===== src/sv/assert_macros.svh =====
// ----------------------------------------------------------------------------
// assertion macros
// shared concurrent assertion forms, clocked on clk and quiet during reset
// ----------------------------------------------------------------------------
`ifndef ASSERT_MACROS_SVH
`define ASSERT_MACROS_SVH

// expression holds at every clock edge
`define ASSERT_ALWAYS(lbl, expr) \
    lbl: assert property (@(posedge clk) disable iff (!rst_n) (expr)) \
        else $error("invariant violated");

// consequent holds in the same cycle as the antecedent
`define ASSERT_IMPLIES(lbl, pre, post) \
    lbl: assert property (@(posedge clk) disable iff (!rst_n) (pre) |-> (post)) \
        else $error("implication violated");

// consequent holds in the cycle after the antecedent
`define ASSERT_NEXT(lbl, pre, post) \
    lbl: assert property (@(posedge clk) disable iff (!rst_n) (pre) |=> (post)) \
        else $error("next-cycle implication violated");

`endif


===== src/sv/oaids_pkg.sv =====
// ----------------------------------------------------------------------------
// oaids_pkg
// command, status and cell operation codes for the ordered array core
// ----------------------------------------------------------------------------
package oaids_pkg;

    localparam int WORD_W = 32;
    localparam int CNT_W  = 5;
    localparam int CAP_W  = 5;
    localparam int IDX_W  = 4;

    // commands
    localparam logic [2:0] CMD_READ      = 3'd0;
    localparam logic [2:0] CMD_INS_AT    = 3'd1;
    localparam logic [2:0] CMD_INS_LAST  = 3'd2;
    localparam logic [2:0] CMD_DEL_AT    = 3'd3;
    localparam logic [2:0] CMD_DEL_LAST  = 3'd4;
    localparam logic [2:0] CMD_SORT      = 3'd5;
    localparam logic [2:0] CMD_SEARCH    = 3'd6;
    localparam logic [2:0] CMD_CLEAR     = 3'd7;

    // result status
    localparam logic [2:0] STAT_OK       = 3'd0;
    localparam logic [2:0] STAT_FULL     = 3'd1;
    localparam logic [2:0] STAT_EMPTY    = 3'd2;
    localparam logic [2:0] STAT_BADIDX   = 3'd3;
    localparam logic [2:0] STAT_NOTFOUND = 3'd4;

    // per-cell operations
    localparam logic [2:0] OP_HOLD    = 3'd0;
    localparam logic [2:0] OP_LOAD    = 3'd1;
    localparam logic [2:0] OP_SHL     = 3'd2;
    localparam logic [2:0] OP_SHR     = 3'd3;
    localparam logic [2:0] OP_SORT_LO = 3'd4;
    localparam logic [2:0] OP_SORT_HI = 3'd5;

    // per-cell control: operation plus broadcast word (insert value or key)
    typedef struct packed {
        logic [2:0]        op;
        logic [WORD_W-1:0] data;
    } cell_ctl_t;

endpackage


===== src/sv/oaids_cell.sv =====
// ----------------------------------------------------------------------------
// oaids_cell
// one slot of the array: holds a word, shifts, loads or compare-swaps
// ----------------------------------------------------------------------------
module oaids_cell
(
    input  logic                              clk,
    input  oaids_pkg::cell_ctl_t              ctl,
    input  logic [oaids_pkg::WORD_W-1:0]      left_word,
    input  logic [oaids_pkg::WORD_W-1:0]      right_word,
    input  logic                              left_gt,
    output logic [oaids_pkg::WORD_W-1:0]      word,
    output logic                              gt_right,
    output logic                              match
);

    logic [oaids_pkg::WORD_W-1:0] word_reg;
    logic [oaids_pkg::WORD_W-1:0] word_next;

    assign gt_right = $signed(word_reg) > $signed(right_word);
    assign match    = (word_reg == ctl.data);
    assign word     = word_reg;

    always_comb
    begin
        case (ctl.op)
            oaids_pkg::OP_HOLD:    word_next = word_reg;
            oaids_pkg::OP_LOAD:    word_next = ctl.data;
            oaids_pkg::OP_SHL:     word_next = left_word;
            oaids_pkg::OP_SHR:     word_next = right_word;
            oaids_pkg::OP_SORT_LO: word_next = gt_right ? right_word : word_reg;
            oaids_pkg::OP_SORT_HI: word_next = left_gt ? left_word : word_reg;
            default:               word_next = word_reg;
        endcase
    end

    // payload only, no reset
    always_ff @(posedge clk)
    begin
        word_reg <= word_next;
    end

endmodule


===== src/sv/ordered_array_insert_delete_sort_search_core.sv =====
// ----------------------------------------------------------------------------
// ordered_array_insert_delete_sort_search_core
// bounded array of signed words in a row of cells, with indexed insert,
// delete, read, sort, search and clear commands
// ----------------------------------------------------------------------------
// usage
//   s_* carries one command per transfer, m_* returns exactly one result per
//   command, in order. capacity is set over the apb port while idle.
//   read, insert, delete and clear finish in the accept cycle: the result
//   is in the output register in the cycle after the command transfer.
//   sort runs odd-even transposition over the cell row, one phase per cycle,
//   count phases, then writes its result once the output register is free.
//   search walks the cells' match flags one position per cycle until a
//   match or the end of the entries. one command is in flight at a time.
//   the output register is separate from the cell row: a new command is
//   taken while a result waits as long as the register drains in the same
//   cycle; when m_tready stays low the finished result holds and s_tready
//   drops until the result is taken.
//   reset clears the count, capacity goes to 16, the stored words keep
//   whatever they held and are never read before being written.
// ----------------------------------------------------------------------------
`include "assert_macros.svh"

module ordered_array_insert_delete_sort_search_core
#(
    parameter int DEPTH = 16
)
(
    input  logic        clk,
    input  logic        rst_n,

    // command stream
    input  logic        s_tvalid,
    output logic        s_tready,
    input  logic [39:0] s_tdata,    // cmd[2:0], value[34:3], index[38:35], zero pad

    // result stream
    output logic        m_tvalid,
    input  logic        m_tready,
    output logic [47:0] m_tdata,    // status[2:0], read_value[34:3],
                                    // found_index[38:35], count_now[43:39], pad

    // configuration port
    input  logic        psel,
    input  logic        penable,
    input  logic        pwrite,
    input  logic [2:0]  paddr,
    input  logic [31:0] pwdata,
    output logic [31:0] prdata,
    output logic        pready
);

    localparam int WW = oaids_pkg::WORD_W;
    localparam int CW = oaids_pkg::CNT_W;
    // position width: holds DEPTH and any count
    localparam int PW = ($clog2(DEPTH + 1) > CW) ? $clog2(DEPTH + 1) : CW;
    localparam int AW = $clog2(DEPTH);
    localparam logic [PW-1:0] DEPTH_W = PW'(DEPTH);

    localparam logic [1:0] S_IDLE   = 2'd0;
    localparam logic [1:0] S_SORT   = 2'd1;
    localparam logic [1:0] S_SEARCH = 2'd2;

    // ------------------------------------------------------------------
    // configuration register
    // ------------------------------------------------------------------
    logic [oaids_pkg::CAP_W-1:0] cap_reg;

    assign pready = 1'b1;
    assign prdata = paddr[2] ? 32'd0 : 32'(cap_reg);

    always_ff @(posedge clk or negedge rst_n)
    begin
        if (!rst_n)
            cap_reg <= oaids_pkg::CAP_W'(16);
        else if (psel && penable && pwrite && pready && !paddr[2])
            cap_reg <= pwdata[oaids_pkg::CAP_W-1:0];
    end

    // ------------------------------------------------------------------
    // command fields
    // ------------------------------------------------------------------
    logic [2:0]                   in_cmd;
    logic [WW-1:0]                in_value;
    logic [oaids_pkg::IDX_W-1:0]  in_index;
    logic [PW-1:0]                idx_ext;

    assign in_cmd   = s_tdata[2:0];
    assign in_value = s_tdata[34:3];
    assign in_index = s_tdata[38:35];
    assign idx_ext  = PW'(in_index);

    // ------------------------------------------------------------------
    // control state
    // ------------------------------------------------------------------
    logic [1:0]    state_reg,  state_next;
    logic [CW-1:0] cnt_reg,    cnt_next;
    logic [PW-1:0] pass_reg,   pass_next;   // sort phase count / search position
    logic          phase_reg,  phase_next;
    logic [WW-1:0] key_reg,    key_next;

    logic          ovld_reg,   ovld_next;
    logic [2:0]    ostat_reg,  ostat_next;
    logic [WW-1:0] orv_reg,    orv_next;
    logic [3:0]    ofound_reg, ofound_next;
    logic [CW-1:0] ocnt_reg,   ocnt_next;

    logic [PW-1:0] cnt_ext;
    logic [PW-1:0] cap_ext;
    logic [PW-1:0] limit;
    logic          is_full;
    logic          slot_free;
    logic          accept;

    // cell row signals
    oaids_pkg::cell_ctl_t ctl   [DEPTH];
    logic [WW-1:0]        words [DEPTH];
    logic [DEPTH-1:0]     gt;
    logic [DEPTH-1:0]     match;

    // shift / sort controls shared by all cells
    logic          ins_en;
    logic          del_en;
    logic          sort_en;
    logic [PW-1:0] op_pos;
    logic [WW-1:0] rd_word;
    logic          match_sel;

    assign cnt_ext   = PW'(cnt_reg);
    assign cap_ext   = PW'(cap_reg);
    assign limit     = (cap_ext > DEPTH_W) ? DEPTH_W : cap_ext;
    assign is_full   = (cnt_ext >= limit);
    assign slot_free = !ovld_reg || m_tready;
    assign s_tready  = (state_reg == S_IDLE) && slot_free;
    assign accept    = s_tvalid && s_tready;

    // indexed read: index port only reaches the first 16 cells
    always_comb
    begin
        rd_word = '0;
        for (int i = 0; i < DEPTH; i++)
        begin
            if (PW'(i) == idx_ext)
                rd_word = words[i];
        end
    end

    assign match_sel = (pass_reg < cnt_ext) && match[pass_reg[AW-1:0]];

    // ------------------------------------------------------------------
    // command sequencer
    // ------------------------------------------------------------------
    always_comb
    begin
        state_next  = state_reg;
        cnt_next    = cnt_reg;
        pass_next   = pass_reg;
        phase_next  = phase_reg;
        key_next    = key_reg;
        ins_en      = 1'b0;
        del_en      = 1'b0;
        sort_en     = 1'b0;
        op_pos      = idx_ext;

        ovld_next   = ovld_reg && !m_tready;
        ostat_next  = ostat_reg;
        orv_next    = orv_reg;
        ofound_next = ofound_reg;
        ocnt_next   = ocnt_reg;

        case (state_reg)
            S_IDLE:
            begin
                if (accept)
                begin
                    ostat_next  = oaids_pkg::STAT_OK;
                    orv_next    = '0;
                    ofound_next = '0;
                    ovld_next   = 1'b1;
                    case (in_cmd)
                        oaids_pkg::CMD_READ:
                        begin
                            if (cnt_reg == '0)
                                ostat_next = oaids_pkg::STAT_EMPTY;
                            else if (idx_ext >= cnt_ext)
                                ostat_next = oaids_pkg::STAT_BADIDX;
                            else
                                orv_next = rd_word;
                        end
                        oaids_pkg::CMD_INS_AT:
                        begin
                            if (is_full)
                                ostat_next = oaids_pkg::STAT_FULL;
                            else if (idx_ext > cnt_ext)
                                ostat_next = oaids_pkg::STAT_BADIDX;
                            else
                            begin
                                ins_en   = 1'b1;
                                cnt_next = CW'(cnt_ext + PW'(1));
                            end
                        end
                        oaids_pkg::CMD_INS_LAST:
                        begin
                            op_pos = cnt_ext;
                            if (is_full)
                                ostat_next = oaids_pkg::STAT_FULL;
                            else
                            begin
                                ins_en   = 1'b1;
                                cnt_next = CW'(cnt_ext + PW'(1));
                            end
                        end
                        oaids_pkg::CMD_DEL_AT:
                        begin
                            if (cnt_reg == '0)
                                ostat_next = oaids_pkg::STAT_EMPTY;
                            else if (idx_ext >= cnt_ext)
                                ostat_next = oaids_pkg::STAT_BADIDX;
                            else
                            begin
                                del_en   = 1'b1;
                                cnt_next = cnt_reg - CW'(1);
                            end
                        end
                        oaids_pkg::CMD_DEL_LAST:
                        begin
                            if (cnt_reg == '0)
                                ostat_next = oaids_pkg::STAT_EMPTY;
                            else
                                cnt_next = cnt_reg - CW'(1);
                        end
                        oaids_pkg::CMD_SORT:
                        begin
                            ovld_next  = ovld_reg && !m_tready;
                            pass_next  = '0;
                            phase_next = 1'b0;
                            state_next = S_SORT;
                        end
                        oaids_pkg::CMD_SEARCH:
                        begin
                            ovld_next  = ovld_reg && !m_tready;
                            pass_next  = '0;
                            key_next   = in_value;
                            state_next = S_SEARCH;
                        end
                        oaids_pkg::CMD_CLEAR:
                        begin
                            cnt_next = '0;
                        end
                        default:
                        begin
                            cnt_next = cnt_reg;
                        end
                    endcase
                    ocnt_next = cnt_next;
                end
            end

            S_SORT:
            begin
                if (pass_reg < cnt_ext)
                begin
                    sort_en    = 1'b1;
                    pass_next  = pass_reg + PW'(1);
                    phase_next = !phase_reg;
                end
                else if (slot_free)
                begin
                    ovld_next   = 1'b1;
                    ostat_next  = oaids_pkg::STAT_OK;
                    orv_next    = '0;
                    ofound_next = '0;
                    ocnt_next   = cnt_reg;
                    state_next  = S_IDLE;
                end
            end

            S_SEARCH:
            begin
                if (match_sel || (pass_reg >= cnt_ext))
                begin
                    if (slot_free)
                    begin
                        ovld_next   = 1'b1;
                        ostat_next  = match_sel ? oaids_pkg::STAT_OK
                                                : oaids_pkg::STAT_NOTFOUND;
                        orv_next    = '0;
                        ofound_next = match_sel ? pass_reg[3:0] : 4'd0;
                        ocnt_next   = cnt_reg;
                        state_next  = S_IDLE;
                    end
                end
                else
                begin
                    pass_next = pass_reg + PW'(1);
                end
            end

            default:
            begin
                state_next = S_IDLE;
            end
        endcase
    end

    always_ff @(posedge clk or negedge rst_n)
    begin
        if (!rst_n)
        begin
            state_reg <= S_IDLE;
            cnt_reg   <= '0;
            pass_reg  <= '0;
            phase_reg <= 1'b0;
            ovld_reg  <= 1'b0;
        end
        else
        begin
            state_reg <= state_next;
            cnt_reg   <= cnt_next;
            pass_reg  <= pass_next;
            phase_reg <= phase_next;
            ovld_reg  <= ovld_next;
        end
    end

    // result payload and search key, no reset
    always_ff @(posedge clk)
    begin
        key_reg    <= key_next;
        ostat_reg  <= ostat_next;
        orv_reg    <= orv_next;
        ofound_reg <= ofound_next;
        ocnt_reg   <= ocnt_next;
    end

    assign m_tvalid = ovld_reg;
    assign m_tdata  = {4'd0, ocnt_reg, ofound_reg, orv_reg, ostat_reg};

    // ------------------------------------------------------------------
    // cell row
    // ------------------------------------------------------------------
    for (genvar i = 0; i < DEPTH; i++)
    begin : g_cell
        localparam logic [PW-1:0] POS    = PW'(i);
        localparam logic [PW-1:0] POS_P1 = PW'(i + 1);

        logic [WW-1:0] left_w;
        logic [WW-1:0] right_w;
        logic          left_g;

        if (i == 0)
        begin : g_first
            assign left_w = words[i];
            assign left_g = 1'b0;
        end
        else
        begin : g_mid
            assign left_w = words[i-1];
            assign left_g = gt[i-1];
        end

        if (i == DEPTH - 1)
        begin : g_last
            assign right_w = words[i];
        end
        else
        begin : g_inner
            assign right_w = words[i+1];
        end

        always_comb
        begin
            ctl[i].op   = oaids_pkg::OP_HOLD;
            ctl[i].data = accept ? in_value : key_reg;
            if (ins_en)
            begin
                if (POS == op_pos)
                    ctl[i].op = oaids_pkg::OP_LOAD;
                else if ((POS > op_pos) && (POS <= cnt_ext))
                    ctl[i].op = oaids_pkg::OP_SHL;
            end
            else if (del_en)
            begin
                if ((POS >= op_pos) && (POS_P1 < cnt_ext))
                    ctl[i].op = oaids_pkg::OP_SHR;
            end
            else if (sort_en)
            begin
                // pairs start at even or odd positions on alternate phases
                if ((POS[0] == phase_reg) && (POS_P1 < cnt_ext))
                    ctl[i].op = oaids_pkg::OP_SORT_LO;
                else if ((POS[0] != phase_reg) && (i != 0) && (POS < cnt_ext))
                    ctl[i].op = oaids_pkg::OP_SORT_HI;
            end
        end

        oaids_cell u_cell
        (
            .clk        (clk),
            .ctl        (ctl[i]),
            .left_word  (left_w),
            .right_word (right_w),
            .left_gt    (left_g),
            .word       (words[i]),
            .gt_right   (gt[i]),
            .match      (match[i])
        );
    end

    // ------------------------------------------------------------------
    // assertions
    // ------------------------------------------------------------------
    `ASSERT_ALWAYS(a_count_in_depth, cnt_ext <= DEPTH_W)
    `ASSERT_NEXT(a_count_stable_busy, state_reg != S_IDLE, cnt_reg == $past(cnt_reg))
    `ASSERT_IMPLIES(a_sorted_head, (state_reg == S_SORT) && (pass_reg >= cnt_ext) && (cnt_ext >= PW'(2)), $signed(words[0]) <= $signed(words[1]))

endmodule


===== config.mk =====
export PLATFORM = sky130hd
export DESIGN_NAME = ordered_array_insert_delete_sort_search_core
export DESIGN_NICKNAME = d
export VERILOG_FILES = /design/src/sv/oaids_pkg.sv /design/src/sv/oaids_cell.sv /design/src/sv/ordered_array_insert_delete_sort_search_core.sv
export VERILOG_INCLUDE_DIRS = /design/src /design/src/sv
export SDC_FILE = /design/constraint.sdc
export NUM_CORES = 2
export LEC_CHECK = 0
export ABC_AREA = 1
export BUFFER_PORTS_ARGS = -buffer_cell sky130_fd_sc_hd__buf_2
export CAP_MARGIN = 25
export CORE_MARGIN = 3
export CORE_UTILIZATION = 50
export CTS_CLUSTER_SIZE = 10
export DETAILED_ROUTE_END_ITERATION = 8
export PLACE_DENSITY = 0.75
export SYNTH_ARGS = -nofsm -noshare
export SYNTH_HDL_FRONTEND = slang
export SYNTH_SLANG_ARGS = --single-unit

===== constraint.sdc =====
create_clock -name clk -period 5 [get_ports clk]
set_input_delay 1 -clock clk [delete_from_list [all_inputs] [get_ports clk]]
set_output_delay 1 -clock clk [all_outputs]
set_load 0.01 [all_outputs]

== Yosys cells after proc, flatten, opt, wreduce, memory -nomap -nowiden ==
Cells that the tools add are included.

* Bits in registers: 607
* Bits of input ports: 82
* Output and inout port bits: 83
* Word-level logic and storage cells: 669

* Add/subtract/negate cells: 3
* Order comparisons: 86
* Equality and inequality tests: 171
* Multiplexer cells: 272
* Bitwise logic cells: 1
* Reduce and logical (&&, ||, !) cells: 109

{| class="wikitable"
|+ Operators by type and width
! cell !! count
|-
| $pmux 32 s5 || 14
|-
| $mux 32 || 54
|-
| $eq 32x32->1 || 16
|-
| $gt 32x32->1 || 15
|-
| $pmux 32 s3 || 3
|-
| $mux 3 || 85
|-
| $mux 2 || 57
|-
| $eq 3x3->1 const B || 34
|-
| $eq 3x2->1 const B || 32
|-
| $mux 5 || 19
|-
| $reduce_bool 5->1 || 14
|-
| $logic_and 1x1->1 || 55
|-
| $eq 3x1->1 const B || 17
|-
| $reduce_and 3->1 || 15
|-
| $ne 2x2->1 const B || 22
|-
| $eq 4x5->1 const A || 8
|-
| $ge 4x5->1 const A || 8
|-
| $gt 4x5->1 const A || 8
|-
| $le 4x5->1 const A || 8
|-
| $lt 4x5->1 const A || 8
|-
| $ne 2x1->1 const B || 17
|-
| $eq 4x4->1 const A || 8
|-
| $pmux 5 s3 || 2
|-
| $pmux 5 s5 || 1
|-
| 53 further kinds || 122
|}

== Logic depth before layout (Yosys ltp) ==
* Word-level depth: 22
* Gate-level depth with buffers: 28
* Depth with buffers taken out: 26

== Modules after synthesis ==
From an unflattened synthesis, not the netlist that was laid out.

* Cells, all modules: 7666
* Area, all modules: 60877.1 um^2

{| class="wikitable"
|+ By module, submodules not included
! module !! times used !! cells each !! area each (um^2)
|-
| oaids_cell || 16 || 364 || 3133.0
|-
| ordered_array_insert_delete_sort_search_core || 1 || 1842 || 10749.1
|}

== Least setup slack after synthesis ==
Ideal clock, no wire load.

* Path type: input to register
* Start: input port m_tready
* End: register ocnt_reg[0], enable pin
* Setup time: 477 ps
* Data arrival time: 5329 ps
* Path slack: -807 ps
* Stages on the path: 20
* Cell sequence: inv_1 nand2_2 nand3_4 buf_4 nand2_1 nand2_1 buf_2 buf_2 nand2_1 a21oi_1 nand2_1 nor2_1 nand3_1 nand3_1 nand2_1 nand3_1 nand2_1 nand3_1 inv_1 nor3_1

* Word-level cells in the longest chain between the ends: 11
* Elaborated cells between the ends (all ways): 27
* Those cells by class: 18 x eq/ne; 3 x mux; 6 x reduce/logical

{| class="wikitable"
|+ Ends and longest elaborated chain
! item !! line !! source
|-
| start, declared || ordered_array_insert_delete_sort_search_core.sv:39 || <nowiki>input logic m_tready,</nowiki>
|-
| $logic_or 1x1->1 * || ordered_array_insert_delete_sort_search_core.sv:133 || <nowiki>assign slot_free = !ovld_reg || m_tready;</nowiki>
|-
| $logic_and 1x1->1 * || ordered_array_insert_delete_sort_search_core.sv:134 || <nowiki>assign s_tready = (state_reg == S_IDLE) && slot_free;</nowiki>
|-
| $logic_and 1x1->1 * || ordered_array_insert_delete_sort_search_core.sv:135 || <nowiki>assign accept = s_tvalid && s_tready;</nowiki>
|-
| $mux 32 || ordered_array_insert_delete_sort_search_core.sv:374 || <nowiki>ctl[i].data = accept ? in_value : key_reg;</nowiki>
|-
| $eq 32x32->1 || oaids_cell.sv:21 || <nowiki>assign match = (word_reg == ctl.data);</nowiki>
|-
| $bmux 1 s4 || ordered_array_insert_delete_sort_search_core.sv:148 || <nowiki>assign match_sel = (pass_reg < cnt_ext) && match[pass_reg[AW-1:0]];</nowiki>
|-
| $mux 1 (implied by the code) || ordered_array_insert_delete_sort_search_core.sv:148 ||
|-
| $logic_and 1x1->1 || ordered_array_insert_delete_sort_search_core.sv:148 ||
|-
| $logic_or 1x1->1 || ordered_array_insert_delete_sort_search_core.sv:280 || <nowiki>if (match_sel || (pass_reg >= cnt_ext))</nowiki>
|-
| $ne 2x2->1 (no source line) || - ||
|-
| $reduce_and 4->1 (no source line) * || - ||
|-
| end signal, assigned || ordered_array_insert_delete_sort_search_core.sv:333 || <nowiki>ocnt_reg <= ocnt_next;</nowiki>
|-
| end, declared || ordered_array_insert_delete_sort_search_core.sv:106 || <nowiki>logic [CW-1:0] ocnt_reg, ocnt_next;</nowiki>
|}

Mark *: on every way between the ends. The rest lies on a longest branch, timed or not. The select of a mux whose other input is x is not followed.
A chain may end at the register's enable or synchronous reset.

== Worst setup path after layout ==
* Start: register state_reg[1]
* End: register orv_reg[27], enable pin

* Word-level cells in the longest chain between the ends: 11
* Elaborated cells between the ends (all ways): 31
* Those cells by class: 21 x eq/ne; 3 x mux; 7 x reduce/logical

{| class="wikitable"
|+ Ends and longest elaborated chain
! item !! line !! source
|-
| start, declared || ordered_array_insert_delete_sort_search_core.sv:96 || <nowiki>logic [1:0] state_reg, state_next;</nowiki>
|-
| start signal, assigned || ordered_array_insert_delete_sort_search_core.sv:318 || <nowiki>state_reg <= state_next;</nowiki>
|-
| $logic_not 2->1 || ordered_array_insert_delete_sort_search_core.sv:134, ordered_array_insert_delete_sort_search_core.sv:171 ||
|-
| $logic_and 1x1->1 || ordered_array_insert_delete_sort_search_core.sv:134 ||
|-
| $logic_and 1x1->1 || ordered_array_insert_delete_sort_search_core.sv:135 ||
|-
| $mux 32 || ordered_array_insert_delete_sort_search_core.sv:374 ||
|-
| $eq 32x32->1 || oaids_cell.sv:21 ||
|-
| $bmux 1 s4 || ordered_array_insert_delete_sort_search_core.sv:148 ||
|-
| $mux 1 (implied by the code) || ordered_array_insert_delete_sort_search_core.sv:148 ||
|-
| $logic_and 1x1->1 || ordered_array_insert_delete_sort_search_core.sv:148 ||
|-
| $logic_or 1x1->1 || ordered_array_insert_delete_sort_search_core.sv:280 ||
|-
| $ne 2x2->1 (no source line) || - ||
|-
| $reduce_and 4->1 (no source line) * || - ||
|-
| end signal, assigned || ordered_array_insert_delete_sort_search_core.sv:331 || <nowiki>orv_reg <= orv_next;</nowiki>
|-
| end, declared || ordered_array_insert_delete_sort_search_core.sv:104 || <nowiki>logic [WW-1:0] orv_reg, orv_next;</nowiki>
|}

Marked as above.

==> flow_summary.json <==
{
  "outcome": "complete, no violations",
  "dp_hpwl_mm": 166,
  "slowest_stage": "nand2_2",
  "maxSlewHeadroom": 0.220,
  "synth_common_cells": "nand2_1, inv_1, edfxtp_1, ha_1, nor2_1",
  "hold_violations": 0,
  "synthMuxAreaShare": 0,
  "worstSkewPairLatency_ps": 680,
  "synth_area_leader_cell": "edfxtp_1",
  "grt_pass1_wl_mm": 309,
  "synthTopCellsByArea": "edfxtp_1, nand2_1, ha_1",
  "io_pins": 165,
  "initial_utilization": 0.507,
  "routed_wl_mm": 208,
  "holdWs_ps": 295,
  "synth-xor-area-share": 0.0177,
  "synth_most_common_cell": "nand2_1",
  "grt.overflow.total": 0,
  "rsz0062_at_grt": "false",
  "critPathRequiredTime_ps": 5350,
  "portBuffers": 102,
  "netlist_instances": 7332,
  "finish.utilization": 0.563,
  "cts.sinks": 607,
  "arrival_ps": 4990,
  "ys_seq_area_frac": 0.337,
  "dieWidth_um": 334,
  "die_y_um": 334,
  "worstPathMaxFanout": 32,
  "grtUsageTotal": 0.362,
  "dieArea_um2": 112000,
  "setup-tns-final_ps": 0,
  "synthSimpleGateAreaFrac": 0.276,
  "post-cts-setup-buffers": 0,
  "ys_ff_latch": 607,
  "vdd_drop_max_uv": 328,
  "p_leak_nw": 27.2,
  "worstSetupStartpointType": "flop",
  "hold_path_class": "primary input to async pin",
  "clkTransAtPathRegs_ps": 60,
  "cp_num_buf_inv": 4,
  "tightest_slew_ps": 1160,
  "cts_resized": 0,
  "drtIter0Drc": 6923,
  "clk_path_buf_depth": 3,
  "crit_path_end_kind": "flop",
  "yosysWarningCount": 0,
  "cts_tree": "done",
  "area_growth_pct": 10.9,
  "vias_per_cell": 6.10,
  "critPathMaxStageDelay_ps": 520,
  "cpLargestDelayFamily": "simple AND/OR/NAND/NOR gates",
  "synth_edf_count": 588,
  "synth_top_family_by_area": "simple AND/OR/NAND/NOR gates",
  "setup_violations": 0,
  "path_cells": "inv_1 > ha_2 > buf_4 > nand4_1 > nand2_2 > xor2_1 > nor2_1 > nand2_1 > nor2_1 > nand2_1 > nor2_1 > nor2_1 > nor2_1 > nand2_1 > nand3_1 > nand2_1 > nand3_1 > inv_1 > nor3_4 > buf_12",
  "crit_type": "flop to flop",
  "grt_pass1_vias": 49566,
  "num_vias": 54034,
  "grt_antenna_before_repair": 3,
  "numCtsBuffers": 80,
  "wl_per_cell_um": 23.5,
  "clockRootBuffer": "clkbuf_16",
  "row_count": 119,
  "synth_compound_area_frac": 0.155,
  "syn_avg_cell_area_um2": 7.35,
  "finalCritPeriodShare": 0.927,
  "synth_cell_types": 72,
  "core_region_area_um2": 106000,
  "netlist_area_um2": 53900,
  "cpMostUsedCell": "nor2_1",
  "ctsHoldBuffers": 0,
  "fin_nets": 8005,
  "synthFlopType": "edfxtp_1",
  "dr.pass1.iters": 6,
  "netlist.area_leader.share": 0.328,
  "yosys.area_share.adder": 0.117,
  "clock_skew_ps": 28.2,
  "drc_errors": 0,
  "maxCapViolCount": 0,
  "synth_async_sr_flop_share": 0.0313,
  "ant_nets": 0,
  "grt_max_degree": 65,
  "largest_reg_flops": 512,
  "fin_crit_ps": 4630,
  "gp_congestion": 1.03,
  "final_max_slew_viol_count": 0,
  "drive_gt1_frac": 0.0795,
  "max_freq_mhz": 216,
  "htree_levels": 3,
  "p_per_area_nw_per_um2": 556
}
kinds of logic (layout without fill, tap and decap cells):
kind of cell,after synthesis,after routing
AOI/OAI and AO/OA,1257,1257
xor gates and xnor gates,109,109
adders and majority gates,504,504
buffers and inverters,1253,1364
DFF,607,607
other,2,33
and+or+nand+nor,3600,3600
area by class of cell:
type / count / area (µm²)
antenna: 1 / 2.50
inverter: 871 / 3270
sequential: 607 / 18100
timing repair buffer: 357 / 3450
fill: 10035 / 46400
clock inverter: 33 / 240
clock buffer: 103 / 2140
multi-input combinational: 5502 / 30800
tap: 1391 / 1740
placed cells by master (no fill, tap or decap), types with 18 or more instances in the layout:
master and n:
o311ai_1 29, nand4_1 241, o22ai_1 55, o21ai_1 50, o221ai_1 263, xor2_1 97, nand2_1 2488, inv_1 846
nor2_1 489, clkbuf_16 81, nor3_1 42, dfrtp_1 18, clkbuf_1 19, ha_1 503, inv_2 23, o2111ai_1 44
nand3_1 213, a21oi_1 348, o21ai_0 220, buf_4 173, a31oi_1 23, buf_2 102, buf_12 82, nor2_2 20
nor4_1 41, o211ai_1 122, nand2_2 19, conb_1 32, edfxtp_1 588
routing by layer:
| layer | routed length, µm | GRT usage |
|---|---|---|
| met4 | 12900 | 0.192 |
| met5 | 0 | 0 |
| met2 | 89700 | 0.552 |
| met3 | 20200 | 0.0552 |
| met1 | 85300 | 0.496 |
final timing paths:
check | from | to | slack [ps] | cells after the start
max reg2reg | state_reg[1] | orv_reg[27] | 370 | 20
max | state_reg[1] | orv_reg[27] | 370 | 20
min | rst_n | cap_ext[0] | 290 | 1
min reg2reg | phase_reg | phase_reg | 550 | 2
max in group asynchronous | rst_n | cap_ext[4] | 4340 | 1
min in group clk | s_tdata[17] | key_reg[14] | 540 | 1
power by group:
part	switching, mW	total (mW)	internal, mW
Sequential	1.71	9.87	8.17
Clock	2.42	5.57	3.15
Combinational	11.8	17.8	5.98
metrics by stage:
stage	cells	setup slack [ps]	power, mW	instance area, µm²
finish	8865	365	33.2	59800
global route	8864	264	35.4	59800
CTS	8863	501	32.9	59700
detailed placement	8727	17.0	27.2	57400
global placement	8727	38.4	26.8	57400
floorplan	7362	61.5	20.7	54000
(Power assumes the default switching activity.)
